### src/rtl/kaf_pkg.sv
// ----------------------------------------------------------------------------
// kaf_pkg: shared types and constants for the Kalman angle filter
// Holds fixed-point widths, register indexes and the saturation helper.
// ----------------------------------------------------------------------------
package kaf_pkg;

  localparam int unsigned RegW   = 31;
  localparam int unsigned DataW  = 32;
  localparam int unsigned TimeW  = 24;
  localparam int unsigned CfgIdxW = 2;

  localparam logic [CfgIdxW-1:0] RegAngleNoise = 2'd0;
  localparam logic [CfgIdxW-1:0] RegBiasNoise  = 2'd1;
  localparam logic [CfgIdxW-1:0] RegMeasNoise  = 2'd2;

  localparam logic [RegW-1:0] AngleNoiseRst = 31'd16777;
  localparam logic [RegW-1:0] BiasNoiseRst  = 31'd50332;
  localparam logic [RegW-1:0] MeasNoiseRst  = 31'd503316;

  // Command from the sequencer to the divider
  typedef struct packed {
    logic              start;
    logic signed [31:0] num;
    logic signed [32:0] den;
  } div_req_t;

  typedef struct packed {
    logic              done;
    logic signed [31:0] quot;
  } div_rsp_t;

  // Saturate a 66-bit signed value to 32 bits
  function automatic logic signed [31:0] sat32(input logic signed [65:0] v);
    logic signed [31:0] r;
    if (v > 66'sd2147483647) begin
      r = 32'sh7fffffff;
    end else if (v < -66'sd2147483648) begin
      r = 32'sh80000000;
    end else begin
      r = v[31:0];
    end
    return r;
  endfunction

endpackage

### src/rtl/kaf_div.sv
// ----------------------------------------------------------------------------
// kaf_div: signed restoring divider
// Computes sat32((num << 24) / den) truncated toward zero, one bit a cycle.
// ----------------------------------------------------------------------------
module kaf_div (
  input  logic                clk_i,
  input  logic                rst_ni,
  input  kaf_pkg::div_req_t   req_i,
  output kaf_pkg::div_rsp_t   rsp_o
);

  logic [55:0] rem_q, rem_d;
  logic [55:0] quo_q, quo_d;
  logic [32:0] den_q, den_d;
  logic        neg_q, neg_d;
  logic [5:0]  cnt_q, cnt_d;
  logic        busy_q, busy_d;
  logic        done_q, done_d;
  logic [56:0] trial;
  logic [56:0] qs;
  logic signed [65:0] qv;

  // Shift-subtract step on magnitudes
  always_comb begin
    rem_d  = rem_q;
    quo_d  = quo_q;
    den_d  = den_q;
    neg_d  = neg_q;
    cnt_d  = cnt_q;
    busy_d = busy_q;
    done_d = 1'b0;
    trial  = {rem_q, quo_q[55]} - {24'd0, den_q};
    if (req_i.start) begin
      rem_d  = '0;
      quo_d  = {(req_i.num[31] ? 32'(-req_i.num) : 32'(req_i.num)), 24'd0};
      den_d  = req_i.den[32] ? 33'(-req_i.den) : 33'(req_i.den);
      neg_d  = req_i.num[31] ^ req_i.den[32];
      cnt_d  = 6'd56;
      busy_d = 1'b1;
    end else if (busy_q) begin
      if (!trial[56]) begin
        rem_d = trial[55:0];
        quo_d = {quo_q[54:0], 1'b1};
      end else begin
        rem_d = {rem_q[54:0], quo_q[55]};
        quo_d = {quo_q[54:0], 1'b0};
      end
      cnt_d = cnt_q - 6'd1;
      if (cnt_q == 6'd1) begin
        busy_d = 1'b0;
        done_d = 1'b1;
      end
    end
  end

  always_ff @(posedge clk_i or negedge rst_ni) begin
    if (!rst_ni) begin
      cnt_q  <= '0;
      busy_q <= 1'b0;
      done_q <= 1'b0;
    end else begin
      cnt_q  <= cnt_d;
      busy_q <= busy_d;
      done_q <= done_d;
    end
  end

  always_ff @(posedge clk_i) begin
    rem_q <= rem_d;
    quo_q <= quo_d;
    den_q <= den_d;
    neg_q <= neg_d;
  end

  // Apply sign and saturate
  assign qs = {1'b0, quo_q};
  assign qv = neg_q ? -$signed({9'd0, qs}) : $signed({9'd0, qs});
  assign rsp_o.done = done_q;
  assign rsp_o.quot = kaf_pkg::sat32(qv);

endmodule

### config.mk
export PLATFORM = sky130hd
export DESIGN_NAME = kaf_div
export DESIGN_NICKNAME = d
export VERILOG_FILES = /design/src/rtl/kaf_pkg.sv /design/src/rtl/kaf_div.sv
export SDC_FILE = /design/constraint.sdc
export NUM_CORES = 1
export LEC_CHECK = 0
export BUFFER_PORTS_ARGS = -buffer_cell sky130_fd_sc_hd__buf_2
export CAP_MARGIN = 20
export CORE_MARGIN = 1
export CORE_UTILIZATION = 37
export DETAILED_ROUTE_END_ITERATION = 16
export PLACE_DENSITY = 0.54
export SETUP_SLACK_MARGIN = 0.02
export SYNTH_ARGS = -nofsm -noshare
export SYNTH_HDL_FRONTEND = slang
export SYNTH_SLANG_ARGS = --single-unit
export TNS_END_PERCENT = 1
### constraint.sdc
create_clock -name clk_i -period 8.5 [get_ports clk_i]
set_clock_uncertainty 0.2 [all_clocks]
set_input_delay 1.275 -clock clk_i [delete_from_list [all_inputs] [get_ports clk_i]]
set_output_delay 1.275 -clock clk_i [all_outputs]
set_load 0.1 [all_outputs]
==> Word-level counts from Yosys, hierarchy flattened <==
Index checks and enable logic that the tools add are counted.
{ "word_totals": {"register_bits": 154, "latchBits": 0, "ram_bits": 0, "mem_bits_ro": 0, "in_bits": 68, "n_memories": 0} }
{ "classes": {"n_addsub": 5, "mul": 0, "n_div": 0, "order_cmp": 2, "eq_ne": 1, "shifts": 0, "mux": 17, "bitwise": 1, "n_reduce_logical": 1} }
{ "op_table": {"columns": ["op", "count"], "rows": [
  ["two-way mux 56 bit", 3],
  ["two-way mux 32 bit", 4],
  ["> comparator 66 x 32 -> 1 bit, second input constant", 1],
  ["< comparator 66 x 32 -> 1 bit, second input constant", 1],
  ["two-way mux 66 bit", 1],
  ["negator 56 -> 66 bit", 1],
  ["subtractor 57 x 33 -> 57 bit", 1],
  ["negator 33 bit", 1],
  ["negator 32 bit", 1],
  ["two-way mux 6 bit", 2],
  ["two-way mux 1 bit", 7],
  ["== test 6 x 1 -> 1 bit, second input constant", 1],
  ["subtractor 6 x 1 -> 6 bit, second input constant", 1],
  ["nonzero test 2 bit", 1],
  ["XOR 1 bit", 1]
]} }

==> Depth between registers and ports, before layout <==
Gate-level depths: netlist of the first run.
{ "depth": {"ltp_word": 5, "mapped_depth": 15} }

==> Worst setup path before layout of the first run <==
Ideal clock, no wire load.
{ "synth_path": {"path_kind": "reg2out", "from": "reg quo_q[14]", "to": "out rsp_o[22] (netlist name)", "arrival_ps": 5532, "required_ps": 7025, "slack_ps": 1493, "stages_incl_launch_ff": 12, "path_buffers": 1, "path_cell_list": "dfxtp_1 -> or4_1 -> or3_1 -> nor4_1 -> nand3_1 -> o41ai_1 -> xor2_1 -> or4_1 -> nor4_1 -> a31oi_1 -> clkbuf_1 -> o21ai_0"} }
{ "synth_rtl": {"columns": ["item", "line_no", "source"], "rows": [
  ["start, declared", "kaf_div.sv:13", "logic [55:0] quo_q, quo_d;"],
  ["start signal, assigned", "kaf_div.sv:70", "quo_q <= quo_d;"],
  ["end, declared", "kaf_div.sv:9", "output kaf_pkg::div_rsp_t rsp_o"]
]} }

==> results of run 1 <==
metal layers:
layer,vias up,GRT usage [%],share of wire (%)
li1,5065,-,-
met1,4595,27.5,50
met2,184,31.2,45
met3,28,2.81,3.3
met4,0,5.29,1.4
met5,-,0,0
registers in the layout, indices dropped and copies added, names as in the netlist:
name and flops:
quo_q 56, rem_q 56, den_q 33, cnt_q 6, busy_q 1, done_q 1, neg_q 1
placed cells by master (no fill, tap or decap), types with 8 or more instances in the layout:
cell type	instances
o31ai_1	38
a21oi_1	62
nand2_1	138
clkbuf_16	17
ha_1	38
or2_2	11
nor2_1	130
nor2b_1	11
inv_1	56
or4_1	34
nor4_1	21
buf_2	99
edfxtp_1	66
a311oi_1	16
a21o_1	13
nand2b_1	9
or3_1	31
nor3_1	39
o21ai_0	124
xnor2_1	56
xor2_1	91
nand4_1	16
buf_4	11
nand3_1	18
dfxtp_1	80
mux2i_1	31
o41ai_1	18
o211ai_1	8
a211oi_1	25
kinds of logic after synthesis:
kind of cell,Yosys count,share of synthesized area (%)
compound gates,360,20.6
xor+xnor,147,11.5
simple gates,491,21.6
fa+ha+maj,39,4.44
mux,34,3.08
buf+inv,140,4.84
flops,154,33.9
worst max path at each step:
stage | endpoint | start | slack, ns
after floorplan | rsp_o[22] | quo_q[14] | 1.49
after global placement | rsp_o[0] | quo_q[14] | 2.38
after detailed placement | rsp_o[30] | quo_q[14] | 2.25
after CTS | rsp_o[30] | quo_q[14] | 1.73
after global routing | rsp_o[5] | quo_q[14] | 1.61
final | rsp_o[5] | quo_q[14] | 1.99
final cells by class:
cell class / instances / area, um^2 / share of cell area, %
Clock buffer: 20 / 447 / 3.58
Clock inverter: 12 / 91.3 / 0.732
Inverter: 57 / 214 / 1.72
Multi-Input combinational cell: 1071 / 6860 / 55.0
Sequential cell: 154 / 3790 / 30.4
Tap cell: 390 / 488 / 3.91
Timing Repair Buffer: 111 / 589 / 4.73
worst max-delay path: cells and delay by family (launching register included):
kind                      cells  cell delay, ns
buffers and inverters         2            0.65
AOI/OAI and AO/OA             3            0.69
xor gates and xnor gates      1            0.16
DFF                           1            0.37
and+or+nand+nor               6            2.69
report_power, final:
group,internal (W),switching [W],total (W)
Sequential,0.000941,0.000167,0.00111
Clock,0.000384,0.000335,0.000720
Combinational,0.000703,0.00119,0.00189
per-stage QoR:
step | area (um^2) | setup slack, ns | instances | total power [W] | util, %
final | 12500 | 1.99 | 1815 | 0.00372 | 42.1
after global routing | 12500 | 1.61 | 1815 | 0.00402 | 42.1
after CTS | 12500 | 1.73 | 1814 | 0.00374 | 42.0
after detailed placement | 11900 | 2.25 | 1782 | 0.00300 | 40.2
after global placement | 11900 | 2.38 | 1782 | 0.00299 | 40.2
after floorplan | 11200 | 1.49 | 1365 | 0.00260 | -
==> flow_summary.ini, run 1 <==
[floorplanning]
pin_count = 101
num_rows = 63
coreArea_um2 = 29600
fp.dieArea_um2 = 30900
die_w_um = 176
die_h_um = 176
start_util_pct = 37.7

[power_and_ir_drop]
irDropWorstVdd_mv = 0.124
leakagePower_nw = 5.08
powerDensity_nw_per_um2 = 298

[placement]
port_buffers = 100
dp_hpwl_um = 21300
gp_congestion = 0.888

[clock_tree]
post_cts_resize_count = 0
cts_buffer_depth = 2
hold_buffers = 0
clock_sinks = 154
clkTransAtPathRegs_ns = 0.07
cts_tree = built
h-tree-depth = 4
root_buffer = clkbuf_16
clk_latency_ns = 0.43
cts_setup_buffers = 0
cts_buffers = 17

[cells_and_area]
layout.nets = 1519
drive_gt1_share_pct = 11.7
fill_cells = 3053
syn_to_final_growth_pct = 11.7
n_antenna_cell = 0

[yosys]
synth.most_common_cell = nand2_1
avgSynthCellArea_um2 = 8.18
synth_top_area_share_pct = 17.7
yosysUniqueCellTypes = 65
synth_nets = 1472
synth_seq_area_share_pct = 33.9
synth-seq-cells = 154
synth_area_leaders = edfxtp_1 (18%), dfxtp_1 (14%), xor2_1 (7.1%), o21ai_0 (5.6%), nand2_1 (4.7%)
synth_edf_count = 66
yosys_most_used_dff = dfxtp_1
ys_async_sr_fraction_pct = 5.19
synth_warnings = 0
synth_area_leader_cell = edfxtp_1
synthCells = 1365
syn_area_um2 = 11200
synthTopCellsByCount = nand2_1 (139), nor2_1 (130), o21ai_0 (124)

[setup_path]
critical-path-slowest-cell = or4_1
cp-end-kind = primary output
ff2ff_path_depth = 13
ff2ff_setup_slack_ns = 3.94
crit_type = flop to primary output
critPathArrivalTime_ns = 5.03
r2r_end = rem_q[55]
r2r-start = quo_q[55]
critPathRequiredTime_ns = 7.03
crit_chain = or4_1 -> or3_1 -> nor4_1 -> nand3_1 -> o41ai_1 -> xor2_1 -> or4_1 -> nor4_1 -> a31oi_2 -> buf_6 -> o21ai_0 -> buf_2
crit_fanout = 31
crit_path_start_kind = flop
critPathMaxStageDelay_ns = 0.60

[detailed_routing]
first_pass_iters = 5
routed_wl_um = 29400
drc_errors = 0
drt-initial-drc-count = 601
vias = 9872
wire_per_inst_um = 16.2
final_antenna_net_count = 0
viasPerCell = 5.44

[sta]
worst_slew_pin_slew_ns = 0.903
rsz0062_at_grt = no
min_period_over_period_pct = 76.5
clock.fmax_mhz = 154
hold_ws_ns = 0.286
fin_crit_ns = 6.51
setup_violations = 0
drv_slew = 0
setup_tns_ns = 0
final-hold-violation-count = 0
max_slew_margin_pct = 39.7

[global_routing]
track_usage_pct = 19.6
grt_pass1_wl_um = 48800
overflow = 0
grt_pass1_vias = 9279
grt_start_max_net_pins = 86
antenna_found_initial = 0

[min_path]
hp-class = flop to flop
worstHoldStart = rem_q[7]
hold_path_depth = 2
hold_end = rem_q[7]

[flow_run]
maxCapViolCount = 0

[outcome]
status = completed
No activity file was read; power rests on OpenSTA's default activity.
==> inputs of run 2 (changes only) <==
--- a/config.mk
+++ b/config.mk
@@ -10,7 +10,7 @@
 export CORE_MARGIN = 1
 export CORE_UTILIZATION = 37
 export DETAILED_ROUTE_END_ITERATION = 16
-export PLACE_DENSITY = 0.54
+export PLACE_DENSITY = 0.56
 export SETUP_SLACK_MARGIN = 0.02
 export SYNTH_ARGS = -nofsm -noshare
 export SYNTH_HDL_FRONTEND = slang
==> constraint.sdc (replaced) <==
create_clock -name clk_i -period 5.6 [get_ports clk_i]
set_clock_uncertainty 0.2 [all_clocks]
set_input_delay 0.84 -clock clk_i [delete_from_list [all_inputs] [get_ports clk_i]]
set_output_delay 0.84 -clock clk_i [all_outputs]
set_load 0.1 [all_outputs]
==> flow_summary.ini, run 2 (same netlist as run 1, synthesis figures left out) <==
[outcome]
status = completed

[setup_path]
critPathMaxStageDelay_ns = 0.49
path_common_cell = or3_1
critical-path-top-delay-family = simple AND/OR/NAND/NOR gates
r2r-start = quo_q[55]
crit_type = flop to primary output
critical-path-slowest-cell = edfxtp_1
ff2ff_path_depth = 13
cp-end-kind = primary output
crit_fanout = 8
crit_path_start_kind = flop
crit_buf_inv = 2
path_depth = 12
critPathRequiredTime_ns = 4.56
crit_path_start = quo_q[34]
critPathArrivalTime_ns = 4.45
crit_chain = or3_1 -> or3_1 -> or2_2 -> or3_1 -> o41ai_2 -> xor2_1 -> a2111o_1 -> nor4_4 -> a31oi_4 -> clkbuf_16 -> o21ai_4 -> buf_12

[floorplanning]
fp.dieArea_um2 = 30900
die_w_um = 176
start_util_pct = 37.7
die_h_um = 176
pin_count = 101
num_rows = 63
coreArea_um2 = 29600

[power_and_ir_drop]
netSwitchingFraction_pct = 45.0
irDropWorstVdd_mv = 0.236
leakagePower_nw = 5.47
clock_power_share_pct = 18.7
powerDensity_nw_per_um2 = 440
internal-power_w = 0.00326
p_switching_w = 0.00267
combPwrFrac_pct = 53.0
p_seq_share_pct = 28.3

[global_routing]
antenna_found_initial = 0
overflow = 0
grt_pass1_vias = 9556
grt_pass1_wl_um = 49600
grt_start_max_net_pins = 66
track_usage_pct = 19.8

[placement]
dp_hpwl_um = 21900
gp_congestion = 0.917
port_buffers = 100

[cells_and_area]
layout_common_cells = nand2_1 (138), nor2_1 (130), o21ai_0 (97)
drive_gt1_share_pct = 16.1
reg_top3 = quo_q x56, rem_q x56, den_q x33
n_antenna_cell = 0
layout.nets = 1539
syn_to_final_growth_pct = 20.6
final_common_cell = nand2_1

[sta]
final-hold-violation-count = 0
hold_ws_ns = 0.0483
setup_violations = 0
fin_crit_ns = 5.49
min_period_over_period_pct = 98.1
worst_slew_pin_slew_ns = 0.809
drv_slew = 0
clock.fmax_mhz = 182
max_slew_margin_pct = 45.9
setup_tns_ns = 0

[clock_tree]
root_buffer = clkbuf_16
cts_buffers = 17
clkTransAtPathRegs_ns = 0.07
cts_buffer_depth = 2
clk_latency_ns = 0.43
cts_tree = built
clock_sinks = 154
h-tree-depth = 4

[min_path]
hp-class = primary input to asynchronous set/reset pin

[detailed_routing]
wire_per_inst_um = 16.7
routed_wl_um = 30700
final_antenna_net_count = 0
vias = 10209
drc_errors = 0
viasPerCell = 5.56
first_pass_iters = 6
drt-initial-drc-count = 731

[flow_run]
maxCapViolCount = 0
## run 2: per-stage QoR
| step | cells | worst slack [ns] | power (W) | util, % | instance area [um^2] |
|---|---|---|---|---|---|
| 3_3_place_gp | 1789 | 0.316 | 0.00470 | 41.9 | 12400 |
| 4_1_cts | 1822 | 0.0251 | 0.00589 | 44.4 | 13100 |
| 3_5_place_dp | 1790 | 0.221 | 0.00472 | 42.0 | 12400 |
| 5_1_grt | 1835 | -0.0174 | 0.00638 | 45.5 | 13500 |
| 2_1_floorplan | 1365 | -0.237 | 0.00396 | - | 11200 |
| 6_report | 1835 | 0.105 | 0.00593 | 45.5 | 13500 |
## run 2: worst register-to-register path, cell delays in order, from the launching register on
cell and delay [ns]:
edfxtp_1 0.49, inv_1 0.21, ha_1 0.22, fa_1 0.22
nand2b_1 0.14, a21oi_1 0.09, o21ai_1 0.60, a211oi_1 0.32
a221oi_2 0.39, and2_0 0.62, nand3b_1 0.28, nor4b_1 0.45
xnor2_1 0.11, a211oi_1 0.22
## run 2: cell type report
cell class,instances,area (um^2)
Fill cell,2994,16200
Inverter,57,214
Multi-Input combinational cell,1072,7170
Timing Repair Buffer,130,1260
Clock buffer,18,439
Clock inverter,14,113
Sequential cell,154,3790
Tap cell,390,488
## run 2: layer usage
layer  wire length, um  GRT usage (%)  up-vias
met5                 0              0        -
met1             14800           27.2     4830
met2             14200           32.2      224
met3              1240           3.18       30
li1                  -              -     5125
met4               433           4.64        0
## run 2: power groups by stage
| stage | sequential (W) | clock, W | combinational, W |
|---|---|---|---|
| 6_report | 0.00168 | 0.00111 | 0.00314 |
| 5_1_grt | 0.00171 | 0.00118 | 0.00349 |
| 4_1_cts | 0.00168 | 0.00113 | 0.00308 |
| 3_5_place_dp | 0.00170 | 0 | 0.00302 |
| 3_3_place_gp | 0.00169 | 0 | 0.00301 |
| 2_1_floorplan | 0.00160 | 0 | 0.00236 |
## run 2: worst paths after layout
| kind | endpoint | slack (ns) |
|---|---|---|
| max | rsp_o[16] | 0.11 |
| min | cnt_q[4] | 0.05 |
| max reg2reg | rem_q[48] | 0.95 |
| min reg2reg | rem_q[10] | 0.29 |
| max in group asynchronous | busy_q | 4.96 |
| min in group clk_i | rem_q[10] | 0.29 |
## run 2: timing repair
| action | CTS | global route |
|---|---|---|
| endpoints found under the setup margin | 31 | 31 |
| pin swaps | 1 | 8 |
| cloned | 0 | 4 |
| setup buffers | 0 | 9 |
| hold buffers | 0 | 0 |
| gates resized for setup | 38 | 26 |
